<file path="src/hdl/distinct_color_palette_collector_unit_assert.svh">
// Assertion macros for the palette collector.
// Expect signals clk and rst_n in the scope of use.
`ifndef DISTINCT_COLOR_PALETTE_COLLECTOR_UNIT_ASSERT_SVH
`define DISTINCT_COLOR_PALETTE_COLLECTOR_UNIT_ASSERT_SVH

// Same-cycle implication
`define DCPC_ASSERT_NOW(lbl, ante, cons, msg) \
    lbl: assert property (@(posedge clk) disable iff (!rst_n) (ante) |-> (cons)) \
        else $error(msg);

// Next-cycle implication
`define DCPC_ASSERT_NEXT(lbl, ante, cons, msg) \
    lbl: assert property (@(posedge clk) disable iff (!rst_n) (ante) |=> (cons)) \
        else $error(msg);

`endif

</file>
<file path="src/hdl/dcpc_pkg.sv">
// Package for the palette collector: item types, sequencer states, luma weights.
// No dependencies.
package dcpc_pkg;

    localparam int PALETTE_SIZE_DEF = 32;
    localparam int COLOR_W          = 24;
    localparam int ENTRY_W          = 5;
    localparam int COUNT_W          = 6;
    localparam int WEIGHT_W         = 16;
    localparam int ACC_W            = 24;

    typedef struct packed {
        logic       start_image;
        logic [7:0] pixel_red;
        logic [7:0] pixel_green;
        logic [7:0] pixel_blue;
    } pixel_item_t;

    typedef struct packed {
        logic [7:0]         color_red;
        logic [7:0]         color_green;
        logic [7:0]         color_blue;
        logic               found;
        logic               is_new;
        logic [ENTRY_W-1:0] entry_index;
        logic [COUNT_W-1:0] color_count;
        logic               palette_full;
    } result_item_t;

    typedef enum logic [1:0] {
        ST_IDLE,
        ST_LUMA,
        ST_SEARCH,
        ST_DONE
    } state_t;

    typedef enum logic [1:0] {
        STEP_RED,
        STEP_GREEN,
        STEP_BLUE
    } step_t;

    function automatic logic [WEIGHT_W-1:0] luma_weight(input step_t step);
        logic [WEIGHT_W-1:0] w;
        unique case (step)
            STEP_RED:   w = 16'd19595;
            STEP_GREEN: w = 16'd38470;
            STEP_BLUE:  w = 16'd7471;
            default:    w = '0;
        endcase
        return w;
    endfunction

endpackage

</file>
<file path="src/hdl/dcpc_ram.sv">
// Generic single-write, single-read RAM with registered read data.
// No dependencies.
module dcpc_ram #(
    parameter int WIDTH = 24,
    parameter int DEPTH = 32,
    localparam int ADDR_W = (DEPTH > 1) ? $clog2(DEPTH) : 1
) (
    input  logic              clk,
    input  logic              we,
    input  logic [ADDR_W-1:0] waddr,
    input  logic [WIDTH-1:0]  wdata,
    input  logic              re,
    input  logic [ADDR_W-1:0] raddr,
    output logic [WIDTH-1:0]  rdata
);

    logic [WIDTH-1:0] mem [DEPTH];
    logic [WIDTH-1:0] rdata_reg;

    always_ff @(posedge clk)
    begin
        if (we)
        begin
            mem[waddr] <= wdata;
        end
        if (re)
        begin
            rdata_reg <= mem[raddr];
        end
    end

    assign rdata = rdata_reg;

endmodule

</file>
<file path="src/hdl/distinct_color_palette_collector_unit.sv">
// Flow: an accepted item runs the red, green and blue luma steps in gray mode (one shared
// multiply-accumulate), then a palette scan on the RAM read port, then the output register.
// One item at a time: not ready again until the result is loaded into the output register.
// Reset clears the entry count, gray mode and the output valid; the palette RAM is not
// cleared, as only entries below the count are ever read.
// Depends on dcpc_pkg, dcpc_ram and the assertion macro header.
`include "distinct_color_palette_collector_unit_assert.svh"

module distinct_color_palette_collector_unit #(
    parameter int PALETTE_SIZE = dcpc_pkg::PALETTE_SIZE_DEF
) (
    input  logic                  clk,
    input  logic                  rst_n,
    input  logic                  cfg_valid,
    output logic                  cfg_ready,
    input  logic                  cfg_data,
    input  logic                  in_valid,
    output logic                  in_ready,
    input  dcpc_pkg::pixel_item_t  in_data,
    output logic                  out_valid,
    input  logic                  out_ready,
    output dcpc_pkg::result_item_t out_data
);

    import dcpc_pkg::*;

    localparam int IDX_W = (PALETTE_SIZE > 1) ? $clog2(PALETTE_SIZE) : 1;
    localparam int CNT_W = $clog2(PALETTE_SIZE + 1);

    state_t             state_reg, state_next;
    step_t              step_reg, step_next;
    logic [ACC_W-1:0]   acc_reg, acc_next;
    logic [7:0]         red_reg, red_next;
    logic [7:0]         green_reg, green_next;
    logic [7:0]         blue_reg, blue_next;
    logic [CNT_W-1:0]   count_reg, count_next;
    logic [CNT_W-1:0]   rd_idx_reg, rd_idx_next;
    logic               cmp_valid_reg, cmp_valid_next;
    logic [CNT_W-1:0]   cmp_idx_reg, cmp_idx_next;
    logic [CNT_W-1:0]   hit_idx_reg, hit_idx_next;
    logic               found_reg, found_next;
    logic               new_reg, new_next;
    logic               full_reg, full_next;
    logic               gray_mode_reg;
    logic               out_valid_reg, out_valid_next;
    result_item_t       out_data_reg, out_data_next;

    logic [7:0]         mac_comp;
    logic [ACC_W-1:0]   mac_prod;
    logic [ACC_W-1:0]   mac_sum;
    logic [COLOR_W-1:0] color;
    logic [COLOR_W-1:0] ram_rdata;
    logic               ram_we;
    logic               ram_re;
    logic               in_acc;

    assign cfg_ready = 1'b1;
    assign in_ready  = (state_reg == ST_IDLE);
    assign in_acc    = in_valid && in_ready;
    assign out_valid = out_valid_reg;
    assign out_data  = out_data_reg;
    assign color     = {red_reg, green_reg, blue_reg};

    always_comb
    begin
        case (step_reg)
            STEP_RED:   mac_comp = red_reg;
            STEP_GREEN: mac_comp = green_reg;
            STEP_BLUE:  mac_comp = blue_reg;
            default:    mac_comp = '0;
        endcase
    end

    assign mac_prod = ACC_W'(luma_weight(step_reg)) * ACC_W'(mac_comp);
    assign mac_sum  = acc_reg + mac_prod;

    dcpc_ram #(
        .WIDTH (COLOR_W),
        .DEPTH (PALETTE_SIZE)
    ) u_palette (
        .clk   (clk),
        .we    (ram_we),
        .waddr (count_reg[IDX_W-1:0]),
        .wdata (color),
        .re    (ram_re),
        .raddr (rd_idx_reg[IDX_W-1:0]),
        .rdata (ram_rdata)
    );

    always_ff @(posedge clk or negedge rst_n)
    begin
        if (!rst_n)
        begin
            state_reg     <= ST_IDLE;
            count_reg     <= '0;
            gray_mode_reg <= 1'b0;
            out_valid_reg <= 1'b0;
            cmp_valid_reg <= 1'b0;
        end
        else
        begin
            state_reg     <= state_next;
            count_reg     <= count_next;
            out_valid_reg <= out_valid_next;
            cmp_valid_reg <= cmp_valid_next;
            if (cfg_valid && cfg_ready)
            begin
                gray_mode_reg <= cfg_data;
            end
        end
    end

    always_ff @(posedge clk)
    begin
        step_reg     <= step_next;
        acc_reg      <= acc_next;
        red_reg      <= red_next;
        green_reg    <= green_next;
        blue_reg     <= blue_next;
        rd_idx_reg   <= rd_idx_next;
        cmp_idx_reg  <= cmp_idx_next;
        hit_idx_reg  <= hit_idx_next;
        found_reg    <= found_next;
        new_reg      <= new_next;
        full_reg     <= full_next;
        out_data_reg <= out_data_next;
    end

    always_comb
    begin
        state_next     = state_reg;
        step_next      = step_reg;
        acc_next       = acc_reg;
        red_next       = red_reg;
        green_next     = green_reg;
        blue_next      = blue_reg;
        count_next     = count_reg;
        rd_idx_next    = rd_idx_reg;
        cmp_valid_next = 1'b0;
        cmp_idx_next   = cmp_idx_reg;
        hit_idx_next   = hit_idx_reg;
        found_next     = found_reg;
        new_next       = new_reg;
        full_next      = full_reg;
        out_valid_next = out_valid_reg && !out_ready;
        out_data_next  = out_data_reg;
        ram_we         = 1'b0;
        ram_re         = 1'b0;

        unique case (state_reg)
            ST_IDLE:
            begin
                if (in_acc)
                begin
                    red_next    = in_data.pixel_red;
                    green_next  = in_data.pixel_green;
                    blue_next   = in_data.pixel_blue;
                    step_next   = STEP_RED;
                    acc_next    = '0;
                    rd_idx_next = '0;
                    if (in_data.start_image)
                    begin
                        count_next = '0;
                    end
                    state_next = gray_mode_reg ? ST_LUMA : ST_SEARCH;
                end
            end

            ST_LUMA:
            begin
                acc_next = mac_sum;
                case (step_reg)
                    STEP_RED:   step_next = STEP_GREEN;
                    STEP_GREEN: step_next = STEP_BLUE;
                    default:
                    begin
                        red_next   = mac_sum[ACC_W-1:ACC_W-8];
                        green_next = mac_sum[ACC_W-1:ACC_W-8];
                        blue_next  = mac_sum[ACC_W-1:ACC_W-8];
                        state_next = ST_SEARCH;
                    end
                endcase
            end

            ST_SEARCH:
            begin
                found_next = 1'b0;
                new_next   = 1'b0;
                full_next  = 1'b0;
                if (count_reg >= CNT_W'(PALETTE_SIZE))
                begin
                    full_next    = 1'b1;
                    hit_idx_next = '0;
                    state_next   = ST_DONE;
                end
                else if (cmp_valid_reg && (ram_rdata == color))
                begin
                    found_next   = 1'b1;
                    hit_idx_next = cmp_idx_reg;
                    state_next   = ST_DONE;
                end
                else if (!cmp_valid_reg && (rd_idx_reg >= count_reg))
                begin
                    ram_we       = 1'b1;
                    new_next     = 1'b1;
                    hit_idx_next = count_reg;
                    count_next   = count_reg + 1'b1;
                    state_next   = ST_DONE;
                end
                else
                begin
                    if (rd_idx_reg < count_reg)
                    begin
                        ram_re         = 1'b1;
                        cmp_valid_next = 1'b1;
                        cmp_idx_next   = rd_idx_reg;
                        rd_idx_next    = rd_idx_reg + 1'b1;
                    end
                end
            end

            ST_DONE:
            begin
                if (!out_valid_reg || out_ready)
                begin
                    out_valid_next             = 1'b1;
                    out_data_next.color_red    = red_reg;
                    out_data_next.color_green  = green_reg;
                    out_data_next.color_blue   = blue_reg;
                    out_data_next.found        = found_reg;
                    out_data_next.is_new       = new_reg;
                    out_data_next.entry_index  = ENTRY_W'(hit_idx_reg);
                    out_data_next.color_count  = COUNT_W'(count_reg);
                    out_data_next.palette_full = full_reg;
                    state_next                 = ST_IDLE;
                end
            end

            default:
            begin
                state_next = ST_IDLE;
            end
        endcase
    end

    `DCPC_ASSERT_NEXT(a_start_clears, in_acc && in_data.start_image, count_reg == '0,
        "start item did not clear the palette count")
    `DCPC_ASSERT_NEXT(a_insert_counts, ram_we, count_reg == $past(count_reg) + 1'b1,
        "palette insert did not advance the count")
    `DCPC_ASSERT_NOW(a_count_bound, 1'b1, count_reg <= CNT_W'(PALETTE_SIZE),
        "palette count beyond palette size")
    `DCPC_ASSERT_NOW(a_result_flags, out_valid,
        !(out_data.found && out_data.is_new) &&
        !(out_data.palette_full && (out_data.found || out_data.is_new)),
        "conflicting result flags")

endmodule
</file>
<file path="config.mk">
export PLATFORM = sky130hd
export DESIGN_NAME = distinct_color_palette_collector_unit
export DESIGN_NICKNAME = d
export VERILOG_FILES = /design/src/hdl/dcpc_pkg.sv /design/src/hdl/dcpc_ram.sv /design/src/hdl/distinct_color_palette_collector_unit.sv
export VERILOG_INCLUDE_DIRS = /design/src /design/src/hdl
export SDC_FILE = /design/constraint.sdc
export NUM_CORES = 1
export LEC_CHECK = 0
export BUFFER_PORTS_ARGS = -buffer_cell sky130_fd_sc_hd__buf_2
export CORE_MARGIN = 2
export CORE_UTILIZATION = 25
export DETAILED_ROUTE_END_ITERATION = 7
export SLEW_MARGIN = 20
export SYNTH_ARGS = -nofsm -noshare
export SYNTH_HDL_FRONTEND = slang
export SYNTH_SLANG_ARGS = --single-unit
</file>
<file path="constraint.sdc">
create_clock -name clk -period 6.1 [get_ports clk]
set_input_delay 0.305 -clock clk [delete_from_list [all_inputs] [get_ports clk]]
set_output_delay 0.305 -clock clk [all_outputs]
set_load 0.03 [all_outputs]
</file>
# After elaboration in Yosys (flattened, before gate mapping)
# Memory sizes are Yosys's and may differ from the RTL's. A register that Yosys moved wholly into a read port is not among the register bits.
# Cells that the tools add are included.
# totals
reg_bits	118
latchBits	0
ram_bits	768
romBits	0
input_bits	31
output_inout_bits	41
wordCells	126
memories	1
# classes
add_sub_neg	3
n_mul	1
div_mod_pow	0
n_lt_le_gt_ge	3
eq_ne	17
shift	0
n_mux	51
n_bitwise	3
reduce_logical	23
# mem_list
memory	words	width	read_ports	rd_ports_with_merged_regs	write_ports	line_no	source
u_palette.mem	32	24	1	1	1	dcpc_ram.sv:17	logic [WIDTH-1:0] mem [DEPTH];
# op_table
operator	count
two-way mux 6 bit	10
one-hot mux 16 bit (3 select lines)	1
one-hot mux 24 bit (2 select lines)	1
one-hot mux 8 bit (2 select lines)	3
two-way mux 8 bit	4
adder 24 bit	1
== test 24 bit	1
multiplier 16 x 8 -> 24 bit	1
two-way mux 24 bit	1
one-hot mux 6 bit (2 select lines)	2
one-hot mux 8 bit (3 select lines)	1
two-way mux 2 bit	8
two-way mux 1 bit	15
!= test 2 bit (second input constant)	7
adder 6 x 1 -> 6 bit (second input constant)	2
AND reduction 6 bit	2
two-way mux 5 bit	2
one-hot mux 2 bit (2 select lines)	2
one-hot mux 2 bit (4 select lines)	1
== test 2 bit (second input constant)	3
>= comparator 6 bit	1
>= comparator 6 bit (second input constant)	1
less-than comparator 6 bit	1
AND reduction 2 bit	3
15 further kinds	27

# Depth between registers and ports, before layout
# Gate-level depths: netlist of the first run.
# logic_depth
word_depth	8
ltp_mapped	23
ltp_nobuf	22

# By module
# A second synthesis of the first run with hierarchy kept.
# unflattened
cells_unflattened	2603
hier_area_um2	40201.1
# modules_own_cells
module	n_inst	cells_each	area_per_inst_um2	seq_area_each_um2
dcpc_ram	1	1711	30720.7	23782.8
distinct_color_palette_collector_unit	1	892	9480.3	3488.3

# Worst setup path before layout of the first run
# No wires, ideal clock.
# synth_timing
path_type	reg2reg
start	register step_reg[0]
end	register blue_reg[7] (data pin)
setup_time_ps	254
arrival_ps	5397
required_ps	5846
path_slack_ps	449
stages_incl_launch_ff	21
n_path_buf	1
period_less_slack_ps	5651
cell_sequence	edfxtp_1 inv_1 ha_1 clkbuf_1 a222oi_1 nor2_1 nand2_1 fa_1 fa_1 inv_1 fa_1 inv_1 fa_1 inv_1 ha_1 a21o_1 a221o_1 a21oi_2 o21ai_1 a311o_1 a21o_1
# synth_between
elab_chain_len	6
elab_cells_between_ends	9
cone_classes	1 x add/sub; 1 x mul; 2 x eq/ne; 4 x mux; 1 x reduce/logical
# synth_lines
item	line_no	source
start, declared	distinct_color_palette_collector_unit.sv:31	step_t step_reg, step_next;
start signal, assigned	distinct_color_palette_collector_unit.sv:115	step_reg <= step_next;
== test 2 bit (tied with other cells)	dcpc_pkg.sv:45, distinct_color_palette_collector_unit.sv:66	
one-hot mux 16 bit (3 select lines) or one-hot mux 8 bit (3 select lines) (tied branches)	dcpc_pkg.sv:45, distinct_color_palette_collector_unit.sv:66	
multiplier 16 x 8 -> 24 bit (*)	distinct_color_palette_collector_unit.sv:74	assign mac_prod = ACC_W'(luma_weight(step_reg)) * ACC_W'(mac_comp);
adder 24 bit (*)	distinct_color_palette_collector_unit.sv:75	assign mac_sum = acc_reg + mac_prod;
two-way mux 8 bit (*)	distinct_color_palette_collector_unit.sv:172	case (step_reg)
one-hot mux 8 bit (2 select lines) (*)	distinct_color_palette_collector_unit.sv:150	unique case (state_reg)
named net blue_next[7]	distinct_color_palette_collector_unit.sv:35	logic [7:0] blue_reg, blue_next;
end signal, assigned	distinct_color_palette_collector_unit.sv:119	blue_reg <= blue_next;
end, declared	distinct_color_palette_collector_unit.sv:35	
# The timed path passes the listed nets; every way through them passes the cells marked *. The select of a mux whose other input is x is not followed.
# A chain may end at the register's enable or synchronous reset.

# Worst setup path after layout of the first run
# layout_timing
start	register step_reg[0]
end	register red_reg[3] (data pin)
# layout_between
elab_chain_len	6
elab_cells_between_ends	9
cone_classes	1 x add/sub; 1 x mul; 2 x eq/ne; 4 x mux; 1 x reduce/logical
# layout_lines
item	line_no	source
== test 2 bit (tied with other cells)	dcpc_pkg.sv:45, distinct_color_palette_collector_unit.sv:66	
one-hot mux 16 bit (3 select lines) or one-hot mux 8 bit (3 select lines) (tied branches)	dcpc_pkg.sv:45, distinct_color_palette_collector_unit.sv:66	
multiplier 16 x 8 -> 24 bit (*)	distinct_color_palette_collector_unit.sv:74	
adder 24 bit (*)	distinct_color_palette_collector_unit.sv:75	
two-way mux 8 bit (*)	distinct_color_palette_collector_unit.sv:172	
one-hot mux 8 bit (2 select lines) (*)	distinct_color_palette_collector_unit.sv:150	
named net red_next[3]	distinct_color_palette_collector_unit.sv:33	logic [7:0] red_reg, red_next;
end signal, assigned	distinct_color_palette_collector_unit.sv:117	red_reg <= red_next;
end, declared	distinct_color_palette_collector_unit.sv:33	
# Marked as above.

==> out/metrics.cfg, run 1 <==
[clocking]
clk_latency_ns = 0.68
clk_pin_slew_ns = 0.07
cts_buffers = 87
htreeDepth = 3
cts_tree = done
cts_root_buffer = clkbuf_16
clk_path_buf_depth = 3
cts_sinks = 910

[route]
drc = 0
avgViaCountPerCell = 4.45
routedWlPerCell_um = 21.4
first_iter_violations = 1828
dr.pass1.iters = 8
drt_wl_total_um = 92700
vias = 19309
postRouteAntennaNets = 0

[global_route]
grt_pass1_wl_um = 137000
grt_pass1_vias = 19898
antenna_found_initial = 0
grtUsageTotal = 0.115
overflow = 0
grt_max_degree = 146

[finish]
layout_common_cells = 899 x edfxtp_1, 240 x mux4_2, 200 x inv_1
fillerInstances = 15179
nets = 2411
post_route_cells_drive_above_1_share = 0.261
largest_reg_flops = 768
areaGrowthSynthToFinish_pct = 17.1
mostFrequentLayoutCell = edfxtp_1
finalInstanceArea_um2 = 46000

[synthesis]
synth_cell_type_count = 62
synth.area.mux_share = 0.147
syn_area_um2 = 39300
seq_area_frac_synth = 0.694
avgSynthCellArea_um2 = 19.3
synth_xor_area_frac = 0.00958
synth_area_leaders = edfxtp_1 69%, mux4_2 14%, fa_1 4.6%
netlist_instances = 2033
syn_nets = 2233
synth_fa_ha_area_frac = 0.0710
yosys.area_share.simple = 0.0286
synth_top_cell_by_area = edfxtp_1
synth_top_area_frac = 0.687
yosys_warnings = 0
synth_top_family_by_area = multiplexers
synth-main-ff-cell = edfxtp_1
synthArstFlopShare = 0.0121
synth_edf_count = 899
ys_ff_latch = 910
synth_compound_area_frac = 0.0211

[sta]
finalCritPeriodShare = 0.962
maxSlewHeadroom = 0.212
hold_viol_final = 0
fin_crit_ns = 5.87
report.final.slew_viol_count = 0
max_clock_freq_ghz = 0.170
rsz0062_at_grt = no
finalSetupViolCount = 0
tightest_slew_ns = 1.18
fin_setup_tns_ns = 0
setup_ws_ns = 0.231
clock_skew_ns = 0.0446
hold_slack_ns = 0.0388

[worst_setup_path]
cp.arrival_ns = 6.29
start_kind = flip-flop
critPathKind = reg2reg
worst_ep_required_time_ns = 6.52
crit_fanout = 9
reg2reg_depth = 20
cp-startpoint = step_reg[0]
cp-end-kind = flip-flop
r2r-start = step_reg[0]

[floorplanning]
ioPinCount = 72
num_rows = 145
die_h_um = 400
dieArea_um2 = 160000
die-width_um = 400
core_um2 = 156000
start_util = 0.252

[place]
io_buffers = 70
dpl_worst_slack_ns = -0.0183
place_congestion = 0.834
dp_hpwl_um = 54500
postPlaceCellArea_um2 = 42700

[status]
status = completed

[run]
cap_violations = 0

[min_path]
min_path_type = in2async

cell families after synthesis:
kind of cell               after synthesis
AOI/OAI and AO/OA                      118
xor gates and xnor gates                43
adders and majority gates              169
buffers and inverters                  282
DFF                                    910
muxes                                  274
other                                    1
and+or+nand+nor                        236
metal layers:
layer | up-vias | track usage | wire [um]
met1 | 10367 | 0.165 | 41900
li1 | 8300 | - | -
met5 | - | 0 | 0
met4 | 0 | 0.0245 | 1560
met2 | 549 | 0.183 | 43700
met3 | 93 | 0.0202 | 5520
final cells by class:
type                    count  area [um2]  area share
clock inverters            49         601      0.0131
clock buffers             106        2270      0.0493
repair buffers            171        1330      0.0288
flip-flops and latches    910       27300       0.593
well taps                2058        2570      0.0560
inverters                 200         751      0.0163
diodes                      1        2.50   0.0000544
multi-input cells         841       11200       0.244
worst max-delay path, stage by stage, from the launching register on:
cell and delay, ns:
edfxtp_1 0.38, inv_1 0.10, ha_2 0.25, buf_4 0.18
nor2_1 0.44, nor2_1 0.13, inv_1 0.10, fa_1 0.44
fa_1 0.50, inv_1 0.05, fa_1 0.48, inv_1 0.05
fa_1 0.48, inv_1 0.05, ha_1 0.36, a21o_1 0.23
a221o_2 0.45, a21oi_4 0.24, o221ai_1 0.19, xor2_2 0.23
mux2_2 0.30
cells in the mapped netlist, drive strengths merged, types with 11 or more instances:
cell type / number
edfxtp: 899
mux4: 240
inv: 200
fa: 90
nor2: 81
ha: 79
clkbuf: 52
nand2: 52
and2: 36
xnor2: 34
buf: 30
a21oi: 29
mux2: 29
nand3: 24
o21ai: 18
a21o: 15
dfrtp: 11
worst paths after layout:
path                                 end  slack (ns)
hold / removal             cmp_valid_reg        0.04
setup reg to reg              red_reg[3]        0.23
hold reg to reg              out_data[9]        0.42
min in group clk              red_reg[0]        0.08
setup / recovery              red_reg[3]        0.23
max in group asynchronous   state_reg[1]        5.84
per-stage QoR:
stage | cells | util
6_report | 4336 | 0.295
5_1_grt | 4335 | 0.295
4_1_cts | 4327 | 0.293
3_5_place_dp | 4151 | 0.273
3_3_place_gp | 4148 | 0.273
2_1_floorplan | 2033 | -
timing repair:
item	4_1_cts	5_1_grt
pin swaps	0	2
endpoints found under the hold margin	30	3
hold buffers	21	3
setup endpoints to repair	3	30
setup buffers	0	1
resized for setup	1	17
Power of run 1 is not shown: default switching activity piles up to over one toggle a cycle in this logic, so the estimate is an artifact.
==> inputs of run 2 (changes only) <==
--- a/config.mk
+++ b/config.mk
@@ -6,7 +6,9 @@
 export SDC_FILE = /design/constraint.sdc
 export NUM_CORES = 1
 export LEC_CHECK = 0
+export ABC_AREA = 1
 export BUFFER_PORTS_ARGS = -buffer_cell sky130_fd_sc_hd__buf_2
+export CAP_MARGIN = 15
 export CORE_MARGIN = 2
 export CORE_UTILIZATION = 25
 export DETAILED_ROUTE_END_ITERATION = 7
==> out/metrics.cfg, run 2 <==
[clocking]
clk_pin_slew_ns = 0.06  ; was 0.07 ns
cts_root_buffer = clkbuf_16  ; unchanged
clk_latency_ns = 0.67  ; was 0.68 ns
htreeDepth = 3  ; unchanged
cts_sinks = 910  ; unchanged
cts_buffers = 96  ; was 87
clk_path_buf_depth = 3  ; unchanged
cts_tree = done  ; unchanged

[worst_setup_path]
cp-end-kind = flip-flop  ; unchanged
cp_cell_sequence = inv_1 > ha_1 > inv_1 > o221ai_1 > nand2_1 > nor2_2 > inv_1 > fa_1 > inv_1 > fa_1 > fa_1 > inv_1 > fa_1 > inv_1 > ha_1 > a21oi_1 > o21ai_0 > nand3b_1 > nand2_1 > nand3_1 > nand3_1 > nand2_1  ; was inv_1 > ha_2 > buf_4 > nor2_1 > nor2_1 > inv_1 > fa_1 > fa_1 > inv_1 > fa_1 > inv_1 > fa_1 > inv_1 > ha_1 > a21o_1 > a221o_2 > a21oi_4 > o221ai_1 > xor2_2 > mux2_2
crit_fanout = 8  ; was 9
start_kind = flip-flop  ; unchanged
critPathKind = reg2reg  ; unchanged
worst_ep_required_time_ns = 6.50  ; was 6.52 ns
cpMostUsedCell = inv_1  ; unchanged
critPathSlowestCell = fa_1  ; unchanged
critical_path.max_stage_delay_ns = 0.55  ; was 0.50 ns
crit_family = adder cells  ; unchanged
cp.arrival_ns = 6.20  ; was 6.29 ns
critPathBufInv = 6  ; unchanged

[synthesis]
synth-main-ff-cell = edfxtp_1  ; unchanged
syn_area_um2 = 40500  ; was 39300 um2
synth_cell_type_count = 46  ; was 62
ys_ff_latch = 910  ; unchanged
synthMostInstantiatedCell = edfxtp_1  ; unchanged
syn_nets = 3573  ; was 2233
netlist_instances = 3373  ; was 2033
yosys_warnings = 0  ; unchanged
avgSynthCellArea_um2 = 12.0  ; was 19.3 um2
synth_top_cell_by_area = edfxtp_1  ; unchanged
seq_area_frac_synth = 0.674  ; was 0.694
synthArstFlopShare = 0.0121  ; unchanged
synth_area_leaders = edfxtp_1 67%, nor2_1 5.6%, o21ai_0 5.1%  ; was edfxtp_1 69%, mux4_2 14%, fa_1 4.6%
synth_top_area_frac = 0.667  ; was 0.687
yosys-top-cells-count = 899 x edfxtp_1, 604 x nor2_1, 411 x o21ai_0, 366 x nand2_1, 276 x inv_1  ; was 899 x edfxtp_1, 240 x mux4_2, 200 x inv_1, 90 x fa_1, 81 x nor2_1
synth_edf_count = 899  ; unchanged

[finish]
antenna_cells = 0  ; was 1
post_route_cells_drive_above_1_share = 0.0954  ; was 0.261
nets = 3657  ; was 2411
fillerInstances = 16393  ; was 15179
mostFrequentLayoutCell = edfxtp_1  ; unchanged
final_util = 0.292  ; was 0.295
layout_common_cells = 899 x edfxtp_1, 561 x nor2_1, 410 x o21ai_0  ; was 899 x edfxtp_1, 240 x mux4_2, 200 x inv_1
areaGrowthSynthToFinish_pct = 15.9  ; was 17.1%
largest_reg_flops = 768  ; unchanged

[route]
vias = 26763  ; was 19309
avgViaCountPerCell = 4.70  ; was 4.45
drc = 0  ; unchanged
postRouteAntennaNets = 0  ; unchanged
routedWlPerCell_um = 19.6  ; was 21.4 um
drt_wl_total_um = 112000  ; was 92700 um
first_iter_violations = 3138  ; was 1828
dr.pass1.iters = 5  ; was 8

[floorplanning]
ioPinCount = 72  ; unchanged
num_rows = 147  ; was 145
core_um2 = 161000  ; was 156000 um2
die_h_um = 406  ; was 400 um
dieArea_um2 = 165000  ; was 160000 um2
die-width_um = 406  ; was 400 um
start_util = 0.252  ; about the same

[global_route]
grt_max_degree = 226  ; was 146
grtUsageTotal = 0.132  ; was 0.115
overflow = 0  ; unchanged
grt_pass1_vias = 25929  ; was 19898
grt_pass1_wl_um = 165000  ; was 137000 um
antenna_found_initial = 2  ; was 0

[status]
status = completed  ; unchanged

[sta]
rsz0062_at_grt = yes  ; was no
hold_viol_final = 0  ; unchanged
tightest_slew_ns = 1.20  ; was 1.18 ns
clock_skew_ns = 0.0293  ; was 0.0446 ns
max_clock_freq_ghz = 0.173  ; was 0.170 GHz
maxSlewHeadroom = 0.199  ; was 0.212
finalSetupViolCount = 0  ; unchanged
fin_crit_ns = 5.80  ; was 5.87 ns
finalCritPeriodShare = 0.950  ; was 0.962
report.final.slew_viol_count = 0  ; unchanged

[min_path]
min_path_type = in2reg  ; was in2async

[place]
io_buffers = 70  ; unchanged
place_congestion = 0.845  ; was 0.834
dp_hpwl_um = 64800  ; was 54500 um

[run]
cap_violations = 0  ; unchanged

-- run 2: cell count changes after synthesis, sizes merged, moves of 28 or more --
cell,previous run,this run
nor2,81,605
o21ai,18,438
nand2,52,366
mux4,240,0
o22ai,2,136
nand3,24,120
inv,200,280
buf,30,78
clkbuf,52,92
and2,36,0
o211ai,4,36
mux2,29,1
-- run 2: logic make-up after synthesis --
| logic type | count (synthesis) | share of synthesized area |
|---|---|---|
| flip-flops | 910 | 0.674 |
| XOR/XNOR | 13 | 0.00281 |
| AND/OR/NAND/NOR | 1127 | 0.110 |
| AO/OA/AOI/OAI | 699 | 0.0968 |
| buffers and inverters | 453 | 0.0472 |
| multiplexers | 1 | 0.000278 |
| adder cells (fa/ha/maj) | 169 | 0.0689 |
| other | 1 | 0.0000926 |
-- run 2: per-stage QoR --
step	std cells	instance area, um2	hold WS [ns]	setup WS, ns	setup TNS (ns)
2_1_floorplan	3373	40500	0.00941	1.05	0
3_3_place_gp	5486	43400	0.206	0.391	0
3_5_place_dp	5486	43400	0.209	0.215	0
4_1_cts	5685	46800	0.0538	0.186	0
5_1_grt	5691	46900	0.0638	-0.0257	-0.0991
6_report	5691	46900	0.0533	0.305	0
-- run 2: timing repair --
action	in CTS	in global routing
hold endpoints to repair	36	0
resized for setup	0	13
hold buffers	27	0
setup endpoints to repair	0	31
setup buffers	0	4
-- run 2: cell type report --
cell class,instances,area [um2],share of cell area
timing repair buffer,156,1140,0.0243
sequential,910,27300,0.581
inverter,283,1080,0.0230
multi-input combinational,2010,11600,0.247
tap,2160,2700,0.0576
clock inverter,64,657,0.0140
clock buffer,108,2490,0.0531
-- run 2: final timing paths --
kind	end	slack, ns	cells past startpoint	start
max reg2reg	green_reg[5]	0.30	22	step_reg[1]
min reg2reg	out_data[13]	0.42	0	found_reg
min	red_reg[2]	0.05	3	in_data[18]
min in group asynchronous	count_reg[3]	0.10	2	rst_n
max in group asynchronous	count_reg[5]	5.77	2	rst_n
max	green_reg[5]	0.30	22	step_reg[1]
-- run 2: per-layer routing --
metal	share of wire	global-route usage
met5	0	0
met3	0.082	0.0213
met4	0.023	0.0352
met1	0.44	0.188
met2	0.46	0.208
-- run 2: worst min-delay path, delay by kind of cell --
kind	cells	cell delay, ns
buf+inv	1	0.17
simple gates	2	0.13
Power of run 2 is left out for the same reason.
